## src/hdl/cts_pkg.sv

```systemverilog
// cts_pkg: types, codes and helper functions for the token scanner
// used by cts_front, cts_back and c_like_token_scanner; no dependencies
package cts_pkg;

  localparam int unsigned MAX_TOKEN_LEN_DEF = 255;
  localparam int unsigned FIFO_DEPTH_DEF    = 4;

  // token kinds
  localparam logic [2:0] KIND_IDENT  = 3'd0;
  localparam logic [2:0] KIND_END    = 3'd1;
  localparam logic [2:0] KIND_CHAR   = 3'd2;
  localparam logic [2:0] KIND_INT    = 3'd3;
  localparam logic [2:0] KIND_FLOAT  = 3'd4;
  localparam logic [2:0] KIND_STRING = 3'd5;
  localparam logic [2:0] KIND_DIV    = 3'd6;

  // integer suffix codes on the result
  localparam logic [2:0] SFX_NONE = 3'd0;
  localparam logic [2:0] SFX_LONG = 3'd1;
  localparam logic [2:0] SFX_UNS  = 3'd2;
  localparam logic [2:0] SFX_UL   = 3'd3;
  localparam logic [2:0] SFX_ULL  = 3'd4;

  // suffix progress while scanning
  localparam logic [2:0] SP_NONE = 3'd0;
  localparam logic [2:0] SP_L    = 3'd1;
  localparam logic [2:0] SP_LL   = 3'd2;
  localparam logic [2:0] SP_U    = 3'd3;
  localparam logic [2:0] SP_UL   = 3'd4;
  localparam logic [2:0] SP_ULL  = 3'd5;

  // error codes
  localparam logic [1:0] ERR_NONE    = 2'd0;
  localparam logic [1:0] ERR_SUFFIX  = 2'd1;
  localparam logic [1:0] ERR_NEWLINE = 2'd2;
  localparam logic [1:0] ERR_UNTERM  = 2'd3;

  // characters
  localparam logic [7:0] CH_NL     = 8'h0A;
  localparam logic [7:0] CH_DQUOTE = 8'h22;
  localparam logic [7:0] CH_SQUOTE = 8'h27;
  localparam logic [7:0] CH_STAR   = 8'h2A;
  localparam logic [7:0] CH_DOT    = 8'h2E;
  localparam logic [7:0] CH_SLASH  = 8'h2F;
  localparam logic [7:0] CH_BSLASH = 8'h5C;
  localparam logic [7:0] CH_UNDER  = 8'h5F;
  localparam logic [7:0] CH_LOW_L  = 8'h6C;
  localparam logic [7:0] CH_LOW_U  = 8'h75;
  localparam logic [7:0] CASE_GAP  = 8'h20;

  typedef enum logic [12:0] {
    M_IDLE       = 13'b0_0000_0000_0001,
    M_NUMBER     = 13'b0_0000_0000_0010,
    M_SUFFIX     = 13'b0_0000_0000_0100,
    M_FLOAT      = 13'b0_0000_0000_1000,
    M_IDENT      = 13'b0_0000_0001_0000,
    M_SLASH      = 13'b0_0000_0010_0000,
    M_LINE_CMT   = 13'b0_0000_0100_0000,
    M_BLOCK_CMT  = 13'b0_0000_1000_0000,
    M_BLOCK_STAR = 13'b0_0001_0000_0000,
    M_CHAR       = 13'b0_0010_0000_0000,
    M_CHAR_ESC   = 13'b0_0100_0000_0000,
    M_STRING     = 13'b0_1000_0000_0000,
    M_STRING_ESC = 13'b1_0000_0000_0000
  } mode_e;

  typedef struct packed {
    logic [7:0]  char_code;
    logic        end_of_input;
    logic [15:0] src_line;
    logic [11:0] src_column;
  } in_t;

  typedef struct packed {
    logic [2:0]  token_kind;
    logic [2:0]  int_suffix;
    logic [15:0] start_line;
    logic [11:0] start_column;
    logic [7:0]  token_length;
    logic [1:0]  error_code;
    logic        last_of_run;
  } out_t;

  // up to two results caused by one input transaction
  typedef struct packed {
    logic two;
    out_t first;
    out_t second;
  } bundle_t;

  function automatic logic is_digit(logic [7:0] c);
    return (c >= 8'h30) && (c <= 8'h39);
  endfunction

  function automatic logic is_alpha(logic [7:0] c);
    return ((c >= 8'h61) && (c <= 8'h7A)) || ((c >= 8'h41) && (c <= 8'h5A));
  endfunction

  function automatic logic is_upper(logic [7:0] c);
    return (c >= 8'h41) && (c <= 8'h5A);
  endfunction

  function automatic logic [2:0] sfx_code(logic [2:0] prog);
    logic [2:0] code;
    case (prog)
      SP_L, SP_LL: code = SFX_LONG;
      SP_U:        code = SFX_UNS;
      SP_UL:       code = SFX_UL;
      SP_ULL:      code = SFX_ULL;
      default:     code = SFX_NONE;
    endcase
    return code;
  endfunction

  function automatic out_t make_rec(logic [2:0] kind, logic [2:0] sfx, logic [1:0] err,
                                    logic [15:0] line, logic [11:0] col, logic [7:0] len);
    out_t r;
    r.token_kind   = kind;
    r.int_suffix   = sfx;
    r.start_line   = line;
    r.start_column = col;
    r.token_length = len;
    r.error_code   = err;
    r.last_of_run  = 1'b0;
    return r;
  endfunction

endpackage

```

## src/hdl/cts_front.sv

```systemverilog
// cts_front: scanner state machine, classifies each character and builds result bundles
// depends on cts_pkg
module cts_front import cts_pkg::*; #(
  parameter int unsigned MaxTokenLen = MAX_TOKEN_LEN_DEF
) (
  input  logic    clk_i,
  input  logic    rst_ni,
  input  logic    accept_i,
  input  in_t     item_i,
  output logic    bundle_valid_o,
  output bundle_t bundle_o
);

  localparam logic [7:0] LenCap = 8'((MaxTokenLen < 255) ? MaxTokenLen : 255);

  mode_e       mode_q, mode_d;
  logic [15:0] line_q, line_d;
  logic [11:0] col_q, col_d;
  logic [7:0]  len_q, len_d;
  logic [2:0]  prog_q, prog_d;
  logic        bad_q, bad_d;
  logic        up_q, up_d;

  logic [7:0]  c;
  logic [7:0]  grown;
  logic        up;
  logic [7:0]  lc;
  logic [2:0]  fs_prog;
  logic        fs_bad;
  logic        fs_up;
  out_t        int_rec;
  out_t        tok;
  out_t        end_rec;
  logic        tok_valid;
  logic        do_start;
  logic [1:0]  end_err;

  assign c     = item_i.char_code;
  assign grown = (len_q < LenCap) ? len_q + 8'd1 : len_q;
  assign up    = is_upper(c);
  assign lc    = up ? c + CASE_GAP : c;

  assign int_rec = make_rec(KIND_INT, bad_q ? SFX_NONE : sfx_code(prog_q),
                            bad_q ? ERR_SUFFIX : ERR_NONE, line_q, col_q, len_q);

  // suffix letter check: l, ll, u, ul, ull in one case only
  always_comb begin
    fs_prog = prog_q;
    fs_bad  = bad_q;
    fs_up   = up_q;
    if (!bad_q) begin
      if (prog_q == SP_NONE) begin
        fs_up = up;
        if (lc == CH_LOW_L) begin
          fs_prog = SP_L;
        end else if (lc == CH_LOW_U) begin
          fs_prog = SP_U;
        end else begin
          fs_bad = 1'b1;
        end
      end else if ((up != up_q) || (lc != CH_LOW_L)) begin
        fs_bad = 1'b1;
      end else begin
        case (prog_q)
          SP_L:    fs_prog = SP_LL;
          SP_U:    fs_prog = SP_UL;
          SP_UL:   fs_prog = SP_ULL;
          default: fs_bad = 1'b1;
        endcase
      end
    end
  end

  always_comb begin
    mode_d    = mode_q;
    line_d    = line_q;
    col_d     = col_q;
    len_d     = len_q;
    prog_d    = prog_q;
    bad_d     = bad_q;
    up_d      = up_q;
    tok_valid = 1'b0;
    tok       = make_rec(KIND_IDENT, SFX_NONE, ERR_NONE, line_q, col_q, len_q);
    do_start  = 1'b0;
    end_err   = ERR_NONE;

    if (item_i.end_of_input) begin
      case (mode_q)
        M_NUMBER, M_SUFFIX: begin
          tok_valid = 1'b1;
          tok       = int_rec;
        end
        M_FLOAT: begin
          tok_valid = 1'b1;
          tok       = make_rec(KIND_FLOAT, SFX_NONE, ERR_NONE, line_q, col_q, len_q);
        end
        M_IDENT: begin
          tok_valid = 1'b1;
        end
        M_SLASH: begin
          tok_valid = 1'b1;
          tok       = make_rec(KIND_DIV, SFX_NONE, ERR_NONE, line_q, col_q, len_q);
        end
        M_CHAR, M_CHAR_ESC: begin
          tok_valid = 1'b1;
          tok       = make_rec(KIND_CHAR, SFX_NONE, ERR_UNTERM, line_q, col_q, len_q);
        end
        M_STRING, M_STRING_ESC: begin
          tok_valid = 1'b1;
          tok       = make_rec(KIND_STRING, SFX_NONE, ERR_UNTERM, line_q, col_q, len_q);
        end
        M_BLOCK_CMT, M_BLOCK_STAR: begin
          end_err = ERR_UNTERM;
        end
        default: ;
      endcase
      mode_d = M_IDLE;
    end else begin
      case (mode_q)
        M_NUMBER: begin
          if (is_digit(c)) begin
            len_d = grown;
          end else if (c == CH_DOT) begin
            len_d  = grown;
            mode_d = M_FLOAT;
          end else if (is_alpha(c)) begin
            len_d  = grown;
            prog_d = fs_prog;
            bad_d  = fs_bad;
            up_d   = fs_up;
            mode_d = M_SUFFIX;
          end else begin
            tok_valid = 1'b1;
            tok       = int_rec;
            do_start  = 1'b1;
          end
        end
        M_SUFFIX: begin
          if (is_alpha(c)) begin
            len_d  = grown;
            prog_d = fs_prog;
            bad_d  = fs_bad;
            up_d   = fs_up;
          end else begin
            tok_valid = 1'b1;
            tok       = int_rec;
            do_start  = 1'b1;
          end
        end
        M_FLOAT: begin
          if (is_digit(c)) begin
            len_d = grown;
          end else begin
            tok_valid = 1'b1;
            tok       = make_rec(KIND_FLOAT, SFX_NONE, ERR_NONE, line_q, col_q, len_q);
            do_start  = 1'b1;
          end
        end
        M_IDENT: begin
          if (is_alpha(c) || is_digit(c) || (c == CH_UNDER)) begin
            len_d = grown;
          end else begin
            tok_valid = 1'b1;
            do_start  = 1'b1;
          end
        end
        M_SLASH: begin
          if (c == CH_SLASH) begin
            mode_d = M_LINE_CMT;
          end else if (c == CH_STAR) begin
            mode_d = M_BLOCK_CMT;
          end else begin
            tok_valid = 1'b1;
            tok       = make_rec(KIND_DIV, SFX_NONE, ERR_NONE, line_q, col_q, len_q);
            do_start  = 1'b1;
          end
        end
        M_LINE_CMT: begin
          if (c == CH_NL) mode_d = M_IDLE;
        end
        M_BLOCK_CMT: begin
          if (c == CH_STAR) mode_d = M_BLOCK_STAR;
        end
        M_BLOCK_STAR: begin
          if (c == CH_SLASH) begin
            mode_d = M_IDLE;
          end else if (c != CH_STAR) begin
            mode_d = M_BLOCK_CMT;
          end
        end
        M_CHAR: begin
          len_d = grown;
          if (c == CH_BSLASH) begin
            mode_d = M_CHAR_ESC;
          end else if (c == CH_SQUOTE) begin
            tok_valid = 1'b1;
            tok       = make_rec(KIND_CHAR, SFX_NONE, ERR_NONE, line_q, col_q, grown);
            mode_d    = M_IDLE;
          end
        end
        M_CHAR_ESC: begin
          len_d  = grown;
          mode_d = M_CHAR;
        end
        M_STRING: begin
          if (c == CH_NL) begin
            // string cut at the newline, newline not counted
            tok_valid = 1'b1;
            tok       = make_rec(KIND_STRING, SFX_NONE, ERR_NEWLINE, line_q, col_q, len_q);
            mode_d    = M_IDLE;
          end else begin
            len_d = grown;
            if (c == CH_BSLASH) begin
              mode_d = M_STRING_ESC;
            end else if (c == CH_DQUOTE) begin
              tok_valid = 1'b1;
              tok       = make_rec(KIND_STRING, SFX_NONE, ERR_NONE, line_q, col_q, grown);
              mode_d    = M_IDLE;
            end
          end
        end
        M_STRING_ESC: begin
          len_d  = grown;
          mode_d = M_STRING;
        end
        default: begin
          do_start = 1'b1;
        end
      endcase

      // the character that ended a token is scanned again from idle
      if (do_start) begin
        line_d = item_i.src_line;
        col_d  = item_i.src_column;
        len_d  = 8'd1;
        prog_d = SP_NONE;
        bad_d  = 1'b0;
        up_d   = 1'b0;
        if (is_digit(c)) begin
          mode_d = M_NUMBER;
        end else if (is_alpha(c) || (c == CH_UNDER)) begin
          mode_d = M_IDENT;
        end else if (c == CH_SLASH) begin
          mode_d = M_SLASH;
        end else if (c == CH_SQUOTE) begin
          mode_d = M_CHAR;
        end else if (c == CH_DQUOTE) begin
          mode_d = M_STRING;
        end else begin
          mode_d = M_IDLE;
          len_d  = 8'd0;
        end
      end
    end
  end

  assign end_rec = make_rec(KIND_END, SFX_NONE, end_err, item_i.src_line,
                            item_i.src_column, 8'd0);

  always_comb begin
    if (item_i.end_of_input) begin
      bundle_valid_o  = 1'b1;
      bundle_o.two    = tok_valid;
      bundle_o.first  = tok_valid ? tok : end_rec;
      bundle_o.second = end_rec;
    end else begin
      bundle_valid_o  = tok_valid;
      bundle_o.two    = 1'b0;
      bundle_o.first  = tok;
      bundle_o.second = tok;
    end
  end

  always_ff @(posedge clk_i or negedge rst_ni) begin
    if (!rst_ni) begin
      mode_q <= M_IDLE;
      line_q <= '0;
      col_q  <= '0;
      len_q  <= '0;
      prog_q <= SP_NONE;
      bad_q  <= 1'b0;
      up_q   <= 1'b0;
    end else if (accept_i) begin
      mode_q <= mode_d;
      line_q <= line_d;
      col_q  <= col_d;
      len_q  <= len_d;
      prog_q <= prog_d;
      bad_q  <= bad_d;
      up_q   <= up_d;
    end
  end

`ifndef SYNTH
  a_eof_emits: assert property (@(posedge clk_i) disable iff (!rst_ni)
    (accept_i && item_i.end_of_input) |-> bundle_valid_o)
    else $error("end of input produced no result");

  a_len_cap: assert property (@(posedge clk_i) disable iff (!rst_ni)
    len_q <= LenCap)
    else $error("held token length above cap");
`endif

endmodule

```

## src/hdl/cts_fifo.sv

```systemverilog
// cts_fifo: short queue of result bundles between scanner and output side
// depends on nothing outside this file
module cts_fifo #(
  parameter int unsigned Width = 8,
  parameter int unsigned Depth = 4
) (
  input  logic             clk_i,
  input  logic             rst_ni,
  input  logic             push_i,
  input  logic [Width-1:0] wdata_i,
  input  logic             pop_i,
  output logic [Width-1:0] rdata_o,
  output logic             full_o,
  output logic             empty_o
);

  localparam int unsigned PtrW = (Depth > 1) ? $clog2(Depth) : 1;
  localparam int unsigned CntW = $clog2(Depth + 1);

  logic [Width-1:0] mem_q [Depth];
  logic [PtrW-1:0]  wr_ptr_q, wr_ptr_d;
  logic [PtrW-1:0]  rd_ptr_q, rd_ptr_d;
  logic [CntW-1:0]  count_q, count_d;

  assign full_o  = (count_q == CntW'(Depth));
  assign empty_o = (count_q == '0);
  assign rdata_o = mem_q[rd_ptr_q];

  always_comb begin
    wr_ptr_d = wr_ptr_q;
    rd_ptr_d = rd_ptr_q;
    count_d  = count_q;
    if (push_i) begin
      wr_ptr_d = (wr_ptr_q == PtrW'(Depth - 1)) ? '0 : wr_ptr_q + 1'b1;
    end
    if (pop_i) begin
      rd_ptr_d = (rd_ptr_q == PtrW'(Depth - 1)) ? '0 : rd_ptr_q + 1'b1;
    end
    if (push_i && !pop_i) begin
      count_d = count_q + 1'b1;
    end else if (pop_i && !push_i) begin
      count_d = count_q - 1'b1;
    end
  end

  always_ff @(posedge clk_i) begin
    if (push_i) begin
      mem_q[wr_ptr_q] <= wdata_i;
    end
  end

  always_ff @(posedge clk_i or negedge rst_ni) begin
    if (!rst_ni) begin
      wr_ptr_q <= '0;
      rd_ptr_q <= '0;
      count_q  <= '0;
    end else begin
      wr_ptr_q <= wr_ptr_d;
      rd_ptr_q <= rd_ptr_d;
      count_q  <= count_d;
    end
  end

`ifndef SYNTH
  a_no_overflow: assert property (@(posedge clk_i) disable iff (!rst_ni)
    push_i |-> !full_o)
    else $error("queue written while full");

  a_no_underflow: assert property (@(posedge clk_i) disable iff (!rst_ni)
    pop_i |-> !empty_o)
    else $error("queue read while empty");
`endif

endmodule

```

## src/hdl/cts_back.sv

```systemverilog
// cts_back: output side, hands out the records of each queued bundle one by one
// depends on cts_pkg
module cts_back import cts_pkg::*; (
  input  logic    clk_i,
  input  logic    rst_ni,
  input  bundle_t head_i,
  input  logic    head_valid_i,
  output logic    head_pop_o,
  output logic    empty_o,
  input  logic    pop_i,
  output out_t    result_o
);

  logic idx_q, idx_d;
  logic take;

  assign empty_o = !head_valid_i;
  assign take    = pop_i && head_valid_i;

  always_comb begin
    result_o             = idx_q ? head_i.second : head_i.first;
    result_o.last_of_run = idx_q || !head_i.two;
  end

  // a two-record bundle stays at the head for the first transaction
  always_comb begin
    idx_d      = idx_q;
    head_pop_o = 1'b0;
    if (take) begin
      if (head_i.two && !idx_q) begin
        idx_d = 1'b1;
      end else begin
        idx_d      = 1'b0;
        head_pop_o = 1'b1;
      end
    end
  end

  always_ff @(posedge clk_i or negedge rst_ni) begin
    if (!rst_ni) begin
      idx_q <= 1'b0;
    end else begin
      idx_q <= idx_d;
    end
  end

`ifndef SYNTH
  a_second_valid: assert property (@(posedge clk_i) disable iff (!rst_ni)
    idx_q |-> (head_valid_i && head_i.two))
    else $error("second record selected without a two-record bundle");

  a_pop_has_head: assert property (@(posedge clk_i) disable iff (!rst_ni)
    head_pop_o |-> head_valid_i)
    else $error("bundle released from an empty queue");
`endif

endmodule

```

## src/hdl/c_like_token_scanner.sv

```systemverilog
// c_like_token_scanner: character scanner producing token records; depends on cts_pkg
// a completing character's bundle enters the queue as the character is accepted
// throughput: one character per cycle while not full; end of input with an open token
// gives two results, popped one at a time; the FifoDepth-entry bundle queue sets full
// reset (async, active low) puts the scanner in idle and empties the queue
module c_like_token_scanner import cts_pkg::*; #(
  parameter int unsigned MaxTokenLen = MAX_TOKEN_LEN_DEF,
  parameter int unsigned FifoDepth   = FIFO_DEPTH_DEF
) (
  input  logic clk_i,
  input  logic rst_ni,
  input  logic push,
  output logic full,
  input  in_t  item_i,
  output logic empty,
  input  logic pop,
  output out_t result_o
);

  logic    accept;
  logic    bundle_valid;
  bundle_t bundle;
  bundle_t head;
  logic    head_pop;
  logic    fifo_empty;
  logic    fifo_full;

  assign full   = fifo_full;
  assign accept = push && !fifo_full;

  cts_front #(
    .MaxTokenLen(MaxTokenLen)
  ) u_front (
    .clk_i         (clk_i),
    .rst_ni        (rst_ni),
    .accept_i      (accept),
    .item_i        (item_i),
    .bundle_valid_o(bundle_valid),
    .bundle_o      (bundle)
  );

  cts_fifo #(
    .Width($bits(bundle_t)),
    .Depth(FifoDepth)
  ) u_fifo (
    .clk_i  (clk_i),
    .rst_ni (rst_ni),
    .push_i (accept && bundle_valid),
    .wdata_i(bundle),
    .pop_i  (head_pop),
    .rdata_o(head),
    .full_o (fifo_full),
    .empty_o(fifo_empty)
  );

  cts_back u_back (
    .clk_i       (clk_i),
    .rst_ni      (rst_ni),
    .head_i      (head),
    .head_valid_i(!fifo_empty),
    .head_pop_o  (head_pop),
    .empty_o     (empty),
    .pop_i       (pop),
    .result_o    (result_o)
  );

endmodule
```

## config.mk

```make
export PLATFORM = sky130hd
export DESIGN_NAME = c_like_token_scanner
export DESIGN_NICKNAME = d
export VERILOG_FILES = /design/src/hdl/cts_pkg.sv /design/src/hdl/cts_front.sv /design/src/hdl/cts_fifo.sv /design/src/hdl/cts_back.sv /design/src/hdl/c_like_token_scanner.sv
export SDC_FILE = /design/constraint.sdc
export NUM_CORES = 1
export LEC_CHECK = 0
export ABC_AREA = 0
export BUFFER_PORTS_ARGS = -buffer_cell sky130_fd_sc_hd__buf_2
export CAP_MARGIN = 0
export CORE_AREA = 5 5 193 195
export CTS_CLUSTER_DIAMETER = 100
export CTS_CLUSTER_SIZE = 14
export DETAILED_ROUTE_END_ITERATION = 6
export DIE_AREA = 0 0 198 200
export GPL_ROUTABILITY_DRIVEN = 0
export GPL_TIMING_DRIVEN = 0
export HOLD_SLACK_MARGIN = 0.1
export PLACE_DENSITY = 0.8
export SETUP_SLACK_MARGIN = 0.02
export SLEW_MARGIN = 40
export SYNTH_ARGS = -nofsm -noshare
export SYNTH_HDL_FRONTEND = slang
export SYNTH_HIERARCHICAL = 1
export SYNTH_SLANG_ARGS = --single-unit
```

## constraint.sdc

```tcl
create_clock -name clk_i -period 12.3 [get_ports clk_i]
set_clock_uncertainty 0.15 [all_clocks]
set_input_delay 2.46 -clock clk_i [delete_from_list [all_inputs] [get_ports clk_i]]
set_output_delay 2.46 -clock clk_i [all_outputs]
set_load 0.05 [all_outputs]
```

==> metrics <==
RSZ-0062 raised after global routing no; area grow syn2layout 11.9%; max_cap viols 0; via count 11,100; Power Internal 3040 uW; most frequent cells in the layout 356 x edfxtp_1, 132 x nand2_1, 106 x buf_2; nets 1,358; Initial DRC Count 1,377; Mapped Area 18,900 sq um; global-route wire length before repair 65.1 mm; Yosys warnings 6; mean post-synth cell area 16.1 sq um; CTS HTree Levels 2; Sw Ratio 35.3%; Setup TNS 0 ps; CP required 12,380 ps; hold depth 1; Worst Hold Class reg -> reg; clock latency at the later pin of the worst-skew pair 520 ps; status finished, final reports clean; Flop pwr share 39.4%; initial antenna violation count 2; final setup violation count 0; Post-Layout Cell Count 1,790; Clock power frac 21.5%; Inserted Clock Buffers 35; Max Freq 160 MHz; die height 200 um; gr usage total 21.3%; Clock Sinks 418; total of cells resized after clock tree synthesis 0; fraction of layout cells with a size suffix above 1 29.4%; Die Wd 198 um; hold buffer count at CTS 0; PwrDens 222 nW/um^2; Via density 6.18; placed cells 1,731; core area 35,200 sq um; number of global-route vias before repair 11,500; deepest clock path buffer count 3; startpoint types input port; synthesized netlist cell count 1,173; Mapped Nets 1,224; VDD IR max 292 uV; n_diodes 0; Initial Util 53.7%; post-DP HPWL 27.5 mm; drc violations 0; most common cell after layout, fill and taps aside edfxtp_1; CP Class in -> reg; worst-margin pin slew 817 ps; Setup Buffers After CTS 0; routed len/inst 23.4 um; num ports 88; post-route ant nets 0; Design Area, Final 21,100 sq um; First-pass DRT Iterations 6; area post-placement 20,200 sq um; clock-pin slew on the worst setup and hold paths 70 ps; Relative slew margins 45.5%; Core Rows 69; Lkg Pwr 0.00747 uW; NetSw 1660 uW; CP arrival 6330 ps; Gate power share 39.1%; Tmin final 6250 ps; Final Hold Violating Endpoints 0; DIE AREA 39,600 sq um; CTS tree done; Routed WL 42.0 mm; fin crit share 50.8%; largest net degree at the start of global routing 35; Port Buf Inserts 86; Reg2Reg Depth 11; Remaining Overflow, GRT 0; endpoint class of the critical path flip-flop; crit path max fanout 24; CTS root buf clkbuf_16; Min Hold Slack 351 ps; max-slew violation count 0
-- power by group through the flow --
stage,clock [uW],combinational [uW],sequential (uW)
final,1010,1840,1850
after global routing,1090,1940,1870
after CTS,1030,1860,1850
after detailed placement,0,1850,1880
after global placement,0,1790,1890
after floorplan,0,1430,1870
-- per-layer routing --
layer	part of all wire, %	up-vias	GRT usage [%]	wire length, um
li1	-	4870	-	-
met1	38	5572	27.8	15700
met2	52	525	37.5	21700
met3	7.9	100	3.31	3300
met4	2.9	4	6.53	1220
met5	0.033	-	0	14
-- stage by stage --
stage                     worst slack [ps]  util, %  power (uW)
after global placement                3160     56.5        3680
final                                 6050     60.0        4700
after CTS                             6220     60.0        4740
after detailed placement              5660     57.2        3730
after global routing                  5870     60.0        4900
after floorplan                       5230        -        3290
-- critical path, stage by stage --
cell and delay, ps:
buf_2 80, buf_2 210, nand4b_1 180, o21ai_0 610, a21oi_2 240, nor4_1 720
nand2_1 160, nand3_1 150, and3b_1 350, and2_4 430, buf_12 250, buf_12 220
buf_12 220
-- path summary, 6_finish.rpt --
check,from,endpoint,slack [ps]
setup / recovery,item_i[32],u_fifo/mem_q[3][62]$_DFFE_PP_,6050
hold / removal,u_fifo/count_q[2]$_DFFE_PN0P_,u_fifo/count_q[2]$_DFFE_PN0P_,350
hold reg to reg,u_fifo/count_q[2]$_DFFE_PN0P_,u_fifo/count_q[2]$_DFFE_PN0P_,350
min in group asynchronous,rst_ni,u_front/mode_q[4]$_DFFE_PN0P_,1680
setup reg to reg,u_front/mode_q[5]$_DFFE_PN0P_,u_fifo/mem_q[3][62]$_DFFE_PP_,8040
max in group asynchronous,rst_ni,u_front/line_q[3]$_DFFE_PN0P_,9780
-- registers in the layout, summed over array words and instances, names as in the netlist --
name,count
u_fifo/count_q,3
u_front/col_q,12
u_front/mode_q,13
u_back/idx_q,1
u_front/bad_q,1
u_front/prog_q,3
u_fifo/mem_q,356
u_fifo/wr_ptr_q,2
u_fifo/rd_ptr_q,2
u_front/len_q,8
u_front/line_q,16
u_front/up_q,1
-- cell type report --
type / instances / area, sq um
Sequential cell: 418 / 12200
Clock buffer: 56 / 955
Clock inverter: 3 / 36.3
Multi-Input combinational cell: 671 / 6200
Fill cell: 2530 / 14100
Timing Repair Buffer: 97 / 644
Inverter: 22 / 82.6
Buffer: 62 / 407
Tap cell: 461 / 577
Note: power is estimated with default switching activity, not from simulation.
